**src/rtl/core/gsnr_pkg.sv**
```systemverilog
// gsnr_pkg: shared constants and types for the grid sparse neighbor removal block
// no dependencies; used by rtl/core/grid_sparse_neighbor_removal.sv and sim/grid_sparse_neighbor_removal_test.sv

package gsnr_pkg;

    // grid size limits
    localparam int MAX_WIDTH  = 256;
    localparam int MAX_HEIGHT = 4096;

    // derived widths
    localparam int COL_W = $clog2(MAX_WIDTH);        // column index / line buffer address
    localparam int WID_W = $clog2(MAX_WIDTH + 1);    // stored grid width
    localparam int ROW_W = $clog2(MAX_HEIGHT + 2);   // row index, runs to height+1 in flush

    // register field widths as seen on the configuration port
    localparam int GW_FIELD_W  = 9;
    localparam int GH_FIELD_W  = 13;
    localparam int THR_W       = 4;
    localparam int CFG_DATA_W  = 13;
    localparam int CFG_INDEX_W = 2;

    // removal count
    localparam int CNT_W = 21;

    // stream payload widths
    localparam int S_TDATA_W = 8;
    localparam int M_TDATA_W = 24;

    // reset values of the registers
    localparam int RST_WIDTH     = (256 < MAX_WIDTH) ? 256 : MAX_WIDTH;
    localparam int RST_HEIGHT    = (256 < MAX_HEIGHT) ? 256 : MAX_HEIGHT;
    localparam int RST_THRESHOLD = 4;

    // register indexes
    typedef enum logic [CFG_INDEX_W-1:0] {
        REG_GRID_WIDTH = 2'd0,
        REG_GRID_HEIGHT = 2'd1,
        REG_NEIGHBOR_THRESHOLD = 2'd2,
        REG_UNUSED = 2'd3
    } cfg_index_t;

    // one 3x3 window column: bit 0 top row, bit 1 middle, bit 2 bottom
    typedef logic [2:0] win_col_t;

    // one line buffer entry: cell two rows up and cell one row up
    typedef struct packed {
        logic center;
        logic above;
    } line_entry_t;

endpackage

```
**src/rtl/core/grid_sparse_neighbor_removal.sv**
```systemverilog
// grid_sparse_neighbor_removal: streaming 3x3 neighbor-count removal filter on a binary grid
// depends on gsnr_pkg (constants, register indexes, line buffer entry type)

// The block takes one raster cell per clock while results are taken and gives at most one
// result per cell, with no stall of its own: the line buffer does one read and one write per
// cycle and is read one column ahead so that each cell is handled in the cycle it is
// accepted. A cell's result comes out grid_width+1 beats after the cell itself, via the
// output register, so the host sends grid_width+1 pad beats after each frame; the result
// for the frame's last cell carries tlast and the frame's removal count, and the block
// then restarts for the next frame. No clearing pass is needed after reset: the first two
// rows of every frame mask the line buffer. Configuration writes to listed registers
// restart the frame and must only be sent while the block is idle.

module grid_sparse_neighbor_removal (
    input  logic                               aclk,
    input  logic                               aresetn,

    // configuration write channel
    input  logic                               cfg_valid,
    output logic                               cfg_ready,
    input  logic [gsnr_pkg::CFG_INDEX_W-1:0]   cfg_index,
    input  logic [gsnr_pkg::CFG_DATA_W-1:0]    cfg_data,

    // input cells
    input  logic                               s_tvalid,
    output logic                               s_tready,
    input  logic [gsnr_pkg::S_TDATA_W-1:0]     s_tdata,   // [0] cell_occupied, [7:1] zero
    input  logic                               s_tuser,   // [0] pad

    // results
    output logic                               m_tvalid,
    input  logic                               m_tready,
    output logic [gsnr_pkg::M_TDATA_W-1:0]     m_tdata,   // [0] cell_after, [1] removed,
                                                          // [22:2] removed_count, [23] zero
    output logic                               m_tlast    // last_cell
);

    localparam int COL_W = gsnr_pkg::COL_W;
    localparam int WID_W = gsnr_pkg::WID_W;
    localparam int ROW_W = gsnr_pkg::ROW_W;
    localparam int CNT_W = gsnr_pkg::CNT_W;
    localparam int THR_W = gsnr_pkg::THR_W;

    // registers
    logic [WID_W-1:0]          width_reg;
    logic [ROW_W-1:0]          height_reg;
    logic [THR_W-1:0]          thr_reg;

    logic [COL_W-1:0]          col_reg,    col_next;
    logic [ROW_W-1:0]          row_reg,    row_next;
    logic [8:0]                window_reg, window_next;
    logic [CNT_W-1:0]          total_reg,  total_next;
    logic [CNT_W-1:0]          total_inc;

    gsnr_pkg::line_entry_t     line_mem [gsnr_pkg::MAX_WIDTH];
    gsnr_pkg::line_entry_t     line_rd_reg;
    logic [COL_W-1:0]          rd_addr;

    logic                      m_valid_reg;
    logic                      cell_after_reg;
    logic                      removed_reg;
    logic                      last_reg;
    logic [CNT_W-1:0]          count_reg;

    // handshakes
    logic                      in_beat;
    logic                      cfg_beat;

    // per-cell decision logic
    logic                      cell_v;
    logic                      top_bit;
    logic                      mid_bit;
    gsnr_pkg::win_col_t        new_col;
    gsnr_pkg::win_col_t        left_col;
    gsnr_pkg::win_col_t        mid_col;
    gsnr_pkg::win_col_t        right_col;
    logic [3:0]                nbr_count;
    logic                      rem;
    logic                      dec_valid;
    logic                      dec_last;
    logic [ROW_W-1:0]          h_plus1;
    logic [WID_W:0]            col_inc;
    logic                      frame_end;

    // configuration clamping
    logic [gsnr_pkg::GW_FIELD_W-1:0] cfg_w;
    logic [gsnr_pkg::GH_FIELD_W-1:0] cfg_h;

    function automatic logic [1:0] ones3(input gsnr_pkg::win_col_t c);
        ones3 = {1'b0, c[0]} + {1'b0, c[1]} + {1'b0, c[2]};
    endfunction

    assign cfg_ready = 1'b1;
    assign s_tready  = !m_valid_reg || m_tready;
    assign in_beat   = s_tvalid && s_tready;
    assign cfg_beat  = cfg_valid && cfg_ready;

    // incoming cell, empty for pads and rows past the frame
    assign cell_v  = s_tdata[0] && !s_tuser && (row_reg < height_reg);

    // line buffer taps, masked in the first rows of a frame
    assign top_bit = line_rd_reg.above  && (row_reg >= ROW_W'(2));
    assign mid_bit = line_rd_reg.center && (row_reg >= ROW_W'(1));
    assign new_col = {cell_v, mid_bit, top_bit};

    // window columns around the decided cell; grid edges read as empty
    assign left_col  = (col_reg == COL_W'(1)) ? 3'b000 : window_reg[5:3];
    assign mid_col   = window_reg[8:6];
    assign right_col = (col_reg == '0) ? 3'b000 : new_col;

    assign nbr_count = {2'b00, ones3(left_col)} + {2'b00, ones3(right_col)}
                     + {3'b000, mid_col[0]} + {3'b000, mid_col[2]};
    assign rem       = mid_col[1] && (nbr_count < thr_reg);

    // which beats carry a result
    assign h_plus1   = height_reg + ROW_W'(1);
    assign dec_valid = (col_reg == '0) ? (row_reg >= ROW_W'(2))
                                       : ((row_reg >= ROW_W'(1)) && (row_reg < h_plus1));
    assign dec_last  = (col_reg == '0) && (row_reg == h_plus1);
    assign frame_end = (col_reg == '0) && (row_reg >= h_plus1);
    assign col_inc   = {1'b0, WID_W'(col_reg)} + (WID_W+1)'(1);

    // removal count including the decided cell, saturating
    assign total_inc = (dec_valid && rem && (total_reg != {CNT_W{1'b1}}))
                     ? total_reg + CNT_W'(1) : total_reg;

    // next frame position, window and count
    always_comb begin
        total_next  = total_inc;
        window_next = {new_col, window_reg[8:3]};
        col_next    = col_reg + COL_W'(1);
        row_next    = row_reg;
        if (frame_end) begin
            window_next = '0;
            col_next    = '0;
            row_next    = '0;
            total_next  = '0;
        end else if (col_inc >= {1'b0, width_reg}) begin
            col_next = '0;
            row_next = row_reg + ROW_W'(1);
        end
    end

    // line buffer read one column ahead of the accepted beat
    assign rd_addr = in_beat ? col_next : col_reg;

    always_ff @(posedge aclk) begin
        line_rd_reg <= line_mem[rd_addr];
        if (in_beat) begin
            line_mem[col_reg] <= '{center: cell_v, above: line_rd_reg.center};
        end
    end

    assign cfg_w = cfg_data[gsnr_pkg::GW_FIELD_W-1:0];
    assign cfg_h = cfg_data[gsnr_pkg::GH_FIELD_W-1:0];

    // control state and configuration registers
    always_ff @(posedge aclk) begin
        if (!aresetn) begin
            width_reg  <= WID_W'(gsnr_pkg::RST_WIDTH);
            height_reg <= ROW_W'(gsnr_pkg::RST_HEIGHT);
            thr_reg    <= THR_W'(gsnr_pkg::RST_THRESHOLD);
            col_reg    <= '0;
            row_reg    <= '0;
            window_reg <= '0;
            total_reg  <= '0;
        end else if (cfg_beat) begin
            // a write to a listed register restarts the frame
            case (gsnr_pkg::cfg_index_t'(cfg_index))
                gsnr_pkg::REG_GRID_WIDTH: begin
                    if (cfg_w < 2) begin
                        width_reg <= WID_W'(2);
                    end else if (cfg_w > gsnr_pkg::MAX_WIDTH) begin
                        width_reg <= WID_W'(gsnr_pkg::MAX_WIDTH);
                    end else begin
                        width_reg <= WID_W'(cfg_w);
                    end
                end
                gsnr_pkg::REG_GRID_HEIGHT: begin
                    if (cfg_h < 2) begin
                        height_reg <= ROW_W'(2);
                    end else if (cfg_h > gsnr_pkg::MAX_HEIGHT) begin
                        height_reg <= ROW_W'(gsnr_pkg::MAX_HEIGHT);
                    end else begin
                        height_reg <= ROW_W'(cfg_h);
                    end
                end
                gsnr_pkg::REG_NEIGHBOR_THRESHOLD: begin
                    thr_reg <= cfg_data[THR_W-1:0];
                end
                default: begin
                end
            endcase
            if (gsnr_pkg::cfg_index_t'(cfg_index) != gsnr_pkg::REG_UNUSED) begin
                col_reg    <= '0;
                row_reg    <= '0;
                window_reg <= '0;
                total_reg  <= '0;
            end
        end else if (in_beat) begin
            col_reg    <= col_next;
            row_reg    <= row_next;
            window_reg <= window_next;
            total_reg  <= total_next;
        end
    end

    // result register
    always_ff @(posedge aclk) begin
        if (!aresetn) begin
            m_valid_reg <= 1'b0;
        end else if (in_beat) begin
            m_valid_reg <= dec_valid;
        end else if (m_tready) begin
            m_valid_reg <= 1'b0;
        end
    end

    always_ff @(posedge aclk) begin
        if (in_beat && dec_valid) begin
            cell_after_reg <= mid_col[1] && !rem;
            removed_reg    <= rem;
            last_reg       <= dec_last;
            count_reg      <= total_inc;
        end
    end

    assign m_tvalid = m_valid_reg;
    assign m_tdata  = {{(gsnr_pkg::M_TDATA_W - CNT_W - 2){1'b0}},
                       count_reg, removed_reg, cell_after_reg};
    assign m_tlast  = last_reg;

endmodule

```
**config.mk**
```make
export PLATFORM = sky130hd
export DESIGN_NAME = grid_sparse_neighbor_removal
export DESIGN_NICKNAME = d
export VERILOG_FILES = /design/src/rtl/core/gsnr_pkg.sv /design/src/rtl/core/grid_sparse_neighbor_removal.sv
export SDC_FILE = /design/constraint.sdc
export NUM_CORES = 1
export LEC_CHECK = 0
export BUFFER_PORTS_ARGS = -buffer_cell sky130_fd_sc_hd__buf_2
export CAP_MARGIN = 20
export CORE_MARGIN = 3
export CORE_UTILIZATION = 68
export CTS_CLUSTER_DIAMETER = 40
export DETAILED_ROUTE_END_ITERATION = 6
export PLACE_DENSITY = 0.85
export REMOVE_ABC_BUFFERS = 1
export SLEW_MARGIN = 20
export SYNTH_ARGS = -nofsm -noshare
export SYNTH_HDL_FRONTEND = slang
export SYNTH_SLANG_ARGS = --single-unit
```
**constraint.sdc**
```tcl
create_clock -name aclk -period 25.2 [get_ports aclk]
set_input_delay 3.78 -clock aclk [delete_from_list [all_inputs] [get_ports aclk]]
set_output_delay 3.78 -clock aclk [all_outputs]
set_load 0.005 [all_outputs]
```
; ---- Yosys cells after proc, flatten, opt, wreduce, memory -nomap -nowiden
; Memory sizes are Yosys's and may differ from the RTL's. A register that Yosys moved wholly into a read port is not among the register bits.
; Index checks and enable logic that the tools add are counted.
[word_totals]
reg_bits = 102
ramBits = 512
in_bits = 29
output_inout_bits = 28
elab_cells = 100
mem_count = 1
[mem_list]
columns = memory, depth, width, rd, rd_ports_with_merged_regs, wr, line_no
row1 = line_mem, 256, 2, 1, 1, 1, grid_sparse_neighbor_removal.sv:55  ; gsnr_pkg::line_entry_t line_mem [gsnr_pkg::MAX_WIDTH];
[op_classes]
add_sub_neg = 12
magnitude_cmp = 11
n_eq_ne = 7
mux = 30
n_reduce_logical = 27
[op_table]
columns = cell, count
row1 = 2-to-1 mux 21 bit, 5
row2 = 2-to-1 mux 13 bit, 7
row3 = 2-to-1 mux 9 bit, 6
row4 = 2-to-1 mux 8 bit, 5
row5 = adder 13 x 1 -> 13 bit (second input constant), 2
row6 = < comparator 13 bit, 2
row7 = adder 21 x 1 -> 21 bit (second input constant), 1
row8 = != test 21 bit (second input constant), 1
row9 = equality test 13 bit, 1
row10 = greater-or-equal comparator 13 x 1 -> 1 bit (second input constant), 1
row11 = greater-or-equal comparator 13 bit, 1
row12 = greater-or-equal comparator 13 x 2 -> 1 bit (second input constant), 1
row13 = greater-than comparator 13 bit (second input constant), 1
row14 = logical AND 1 bit, 13
row15 = < comparator 13 x 2 -> 1 bit (second input constant), 1
row16 = adder 8 x 1 -> 9 bit (second input constant), 1
row17 = greater-or-equal comparator 9 bit, 1
row18 = greater-than comparator 9 bit (second input constant), 1
row19 = < comparator 9 x 2 -> 1 bit (second input constant), 1
row20 = adder 8 x 1 -> 8 bit (second input constant), 1
row21 = equality test 8 x 1 -> 1 bit (second input constant), 1
row22 = zero test 8 bit, 1
row23 = AND reduction 2 bit, 4
row24 = 2-to-1 mux 3 bit, 2
row25 = other kinds (17), 26

; ---- Longest topological paths before layout
[logic_depth]
depth_word = 17
ltp_mapped = 28

; ---- Least setup slack after synthesis
; OpenSTA, ideal clock, no wires.
[synth_path]
kind = reg2reg
from = register, netlist name line_rd_reg[1]
to = register total_reg[19]
arrival_ns = 7.938
t_required_ns = 25.082
setup_slack_ns = 17.144
path_stages_with_launch = 19
synth_period_minus_slack_ns = 8.056
path_cell_list = dfxtp_1 nand3_1 fa_1 inv_1 fa_1 ha_1 fa_1 ha_1 a21o_1 a21o_1 a21oi_1 and2_1 nand3_2 nor3_1 and3_1 and3_1 o21ai_0 a22oi_1 nor2b_1
[synth_via]
elab_chain_len = 15
[synth_lines]
columns = element, line_no
row1 = logical AND 1 bit, grid_sparse_neighbor_removal.sv:103  ; assign mid_bit = line_rd_reg.center && (row_reg >= ROW_W'(1));
row2 = 2-to-1 mux 3 bit, grid_sparse_neighbor_removal.sv:109  ; assign right_col = (col_reg == '0) ? 3'b000 : new_col;
row3 = adder 1 x 1 -> 2 bit, grid_sparse_neighbor_removal.sv:90  ; ones3 = {1'b0, c[0]} + {1'b0, c[1]} + {1'b0, c[2]};
row4 = adder 2 x 1 -> 2 bit, grid_sparse_neighbor_removal.sv:90
row5 = adder 2 x 2 -> 3 bit, grid_sparse_neighbor_removal.sv:111  ; assign nbr_count = {2'b00, ones3(left_col)} + {2'b00, ones3(right_col)}
row6 = adder 3 x 1 -> 4 bit, grid_sparse_neighbor_removal.sv:112  ; + {3'b000, mid_col[0]} + {3'b000, mid_col[2]};
row7 = adder 4 x 1 -> 4 bit, grid_sparse_neighbor_removal.sv:112
row8 = < comparator 4 bit, grid_sparse_neighbor_removal.sv:113  ; assign rem = mid_col[1] && (nbr_count < thr_reg);
row9 = logical AND 1 bit, grid_sparse_neighbor_removal.sv:113
row10 = net rem, grid_sparse_neighbor_removal.sv:78  ; logic rem;
row11 = logical AND 1 bit (2 in a row), grid_sparse_neighbor_removal.sv:124  ; assign total_inc = (dec_valid && rem && (total_reg != {CNT_W{1'b1}}))
row12 = 2-to-1 mux 21 bit, grid_sparse_neighbor_removal.sv:125  ; ? total_reg + CNT_W'(1) : total_reg;
row13 = 2-to-1 mux 21 bit, grid_sparse_neighbor_removal.sv:133  ; if (frame_end) begin
row14 = 2-to-1 mux 21 bit, grid_sparse_neighbor_removal.sv:200  ; end else if (in_beat) begin
row15 = 2-to-1 mux 21 bit, grid_sparse_neighbor_removal.sv:167  ; end else if (cfg_beat) begin
row16 = to (signal assigned), grid_sparse_neighbor_removal.sv:204  ; total_reg <= total_next;
row17 = to (decl), grid_sparse_neighbor_removal.sv:52  ; logic [CNT_W-1:0] total_reg, total_next;
; The timed path passes the listed nets, and every way through them passes these cells. The select of a mux whose other input is x is not followed.
; A chain may end at the register's enable or synchronous reset.

; ---- Worst setup path in the final report
[layout_path]
from = input port m_tready
to = register, netlist name line_rd_reg[0]
[layout_via]
elab_chain_len = 3
[layout_lines]
columns = element, line_no
row1 = from (decl), grid_sparse_neighbor_removal.sv:32  ; input logic m_tready,
row2 = logical OR 1 bit, grid_sparse_neighbor_removal.sv:94  ; assign s_tready = !m_valid_reg || m_tready;
row3 = logical AND 1 bit, grid_sparse_neighbor_removal.sv:95  ; assign in_beat = s_tvalid && s_tready;
row4 = 2-to-1 mux 8 bit, --
; No other way between the ends.

==> flow_summary.yaml <==
synthesis:
  synthAdderAreaFrac_pct: 2.55
  synth-edff-count: 536
  synth_area_um2: 27700
  synth_top_area_cell: "edfxtp_1"
  ys_top_cells_by_area: "edfxtp_1 58%, dfxtp_1 5.6%, nor2_1 4.1%"
  synth_xor_xnor_area_share_pct: 1.42
  yosysWarnings: 0
  synthMuxAreaShare_pct: 3.19
  synth_cell_type_count: 75
  synth_compound_area_share_pct: 10.7
  netlist_instances: 2365
  synth-seq-cells: 613
  ys_async_sr_fraction_pct: 0
  synth_top_family_by_area: "simple AND/OR/NAND/NOR gates"
  yosys.area.top_type_share_pct: 58.1
  synth.avg_cell_area_um2: 11.7
  yosys_most_used_dff: "edfxtp_1"
  ys_seq_area_share_pct: 63.6
  synthSimpleGateAreaFrac_pct: 15.0
drt:
  vias: 19978
  via_per_inst: 6.79
  drt_wl_total_um: 71600
  detail_route.wl_per_cell_um: 24.3
  post-route-drc-count: 45
  ant_nets: 0
  drtIter0Drc: 2897
  firstDrtPassIters: 7
power:
  finalPower_mw: 2.30
  p_per_area_nw_per_um2: 75.2
  peakVddDrop_mv: 0.0592
  p_leak_nw: 10.5
placed_design:
  portBuffers: 47
  dp.cells: 2807
  pre_cts_slack_ps: 15990
  dp_hpwl_um: 41800
  gp_congestion: 0.891
critical_path:
  crit_required_ps: 25660
  path_class: "in -> reg"
  reg2regPathDepth: 14
  end_kind: "flop"
  r2r_start: "col_reg[5]$_SDFFE_PN0P_"
  regToRegEndpoint: "line_rd_reg[0]$_DFF_P_"
  crit_path_start_kind: "input pin"
  path_max_fanout: 77
  arrival_ps: 9320
  reg2reg_slack_ps: 17060
die:
  dieHeight_um: 208
  core_um2: 40000
  row_count: 73
  start_util_pct: 69.3
  die_w_um: 208
  ios: 57
  die_area_um2: 43200
clock_tree:
  htreeDepth: 3
  root_buffer: "clkbuf_16"
  cts_resized: 0
  cts_setup_buffers: 0
  cts_tree: "yes"
  cts_made_buffers: 75
  clock_path_buffers: 3
  clk_pin_slew_ps: 60
  clock-sinks: 613
  cts.hold.buffers_added: 0
  clk_latency_ps: 600
hold_path:
  min_path_type: "reg -> reg"
  whs_endpoint: "window_reg[4]$_SDFFE_PN0P_"
  hold-path-cell-count: 2
  min_from: "window_reg[4]$_SDFFE_PN0P_"
grt:
  grt_max_degree: 164
  grt_pass1_wl_um: 109000
  grt-ovfl-total: 0
  grt_pass1_vias: 19833
  grt_use_total_pct: 32.3
  antenna_found_initial: 0
timing:
  min_period_over_period_pct: 35.2
  slew_viol_final: 0
  clock.fmax_mhz: 113
  tightest_slew_ps: 1170
  skew_ps: 25.8
  fin_crit_ps: 8860
  grt_setup_unrepaired: "no"
  slew_headroom_pct: 21.5
  final_hold_viol_count: 0
  finalSetupViolCount: 0
  fin_setup_tns_ps: 0
  fin_hold_ws_ps: 477
  worst_slack_ps: 16340
finish:
  syn_to_final_growth_pct: 10.3
  fillers: 2375
  drive_above_1_share_pct: 9.44
  nets: 2442
  largest_reg_flops: 512
  stdcell_count: 2941
  antennaDiodeCount: 0
status:
  violations: "design-rule violations"
  status: "finished with violations"
run:
  cap_violations: 0
==> worst max-delay path, cell delays in order <==
cell	delay, ps
buf_2	70
nand2b_1	130
nand2_1	80
buf_4	230
nor3_4	610
nand4_1	910
nand2_4	1000
buf_4	880
and3_1	330
a311oi_1	70
nor4_1	840
or4_1	240
nand4_1	80
==> metrics by stage <==
stage / cell area, um2 / utilization [%]
after global placement: 28200 / 70.4
after CTS: 30600 / 76.4
after floorplan: 26900 / -
after detailed placement: 28200 / 70.4
final: 30600 / 76.4
after global routing: 30600 / 76.4
==> worst max path at each step <==
stage,start,endpoint,slack (ps),depth (start not counted)
2_1_floorplan,m_tready,line_rd_reg[0]$_DFF_P_,13990,10
3_3_place_gp,m_tready,line_rd_reg[0]$_DFF_P_,16150,13
3_5_place_dp,m_tready,line_rd_reg[0]$_DFF_P_,15990,15
4_1_cts,m_tready,line_rd_reg[0]$_DFF_P_,16500,13
5_1_grt,m_tready,line_rd_reg[0]$_DFF_P_,16130,13
6_report,m_tready,line_rd_reg[0]$_DFF_P_,16340,13
==> kinds of logic (layout without fill, tap and decap cells) <==
logic type | Yosys count | in the layout
AOI/OAI and AO/OA | 443 | 443
xor gates and xnor gates | 45 | 45
adders and majority gates | 54 | 54
buffers and inverters | 212 | 263
DFF | 613 | 613
muxes | 88 | 88
other | 2 | 2
and+or+nand+nor | 908 | 908
==> routing by layer <==
layer	wire length (um)	global-route usage, %
met2	33900	51.9
met1	25100	42.4
met3	8880	7.10
met4	3790	15.5
met5	0	0
==> layout by cell type (no fill, tap or decap), types with 30 or more instances in the layout <==
cell type  Yosys  layout
edfxtp_1     536     536
nor2_1       304     304
nand2_1      296     294
a21oi_1      162     162
mux2i_1       86      86
clkbuf_16      0      77
dfxtp_1       77      76
nand3_1       67      67
nor2b_1       58      58
and3_1        51      51
ha_1          50      50
buf_2         49      47
inv_1         43      42
buf_4         17      38
o21ai_0       37      37
a211oi_1      36      36
a221oi_1      30      30
==> power breakdown <==
group	total, mW	switching (mW)	internal, mW
registers	1.13	0.00700	1.12
logic	0.130	0.0943	0.0361
clock network	1.04	0.428	0.614
total	2.30	0.529	1.77
==> layout make-up <==
class,instances,area [um2],area share [%]
Clock buffer,89,1990,6.52
Clock inverter,45,417,1.36
Inverter,43,169,0.553
Multi-Input combinational cell,1540,9160,30.0
Sequential cell,613,17600,57.7
Tap cell,525,657,2.15
Timing Repair Buffer,86,532,1.74
==> cell usage after synthesis (10+ instances only) <==
| library cell | count |
|---|---|
| nor2_1 | 304 |
| nand4_1 | 23 |
| nand3_1 | 67 |
| o21a_1 | 11 |
| dfxtp_1 | 77 |
| edfxtp_1 | 536 |
| clkbuf_1 | 91 |
| a311oi_1 | 26 |
| mux2i_1 | 86 |
| buf_4 | 17 |
| ha_1 | 50 |
| a21o_1 | 10 |
| a221oi_1 | 30 |
| a211oi_1 | 36 |
| a21oi_1 | 162 |
| nor2b_1 | 58 |
| a22oi_1 | 29 |
| o22ai_1 | 22 |
| o21ai_0 | 37 |
| xor2_1 | 17 |
| and3_1 | 51 |
| nand2_1 | 296 |
| and2_1 | 18 |
| nor3_1 | 24 |
| inv_1 | 43 |
| buf_2 | 49 |
| nor4_1 | 19 |
| xnor2_1 | 28 |
| o221ai_1 | 21 |
No activity file was read; power rests on OpenSTA's default activity.
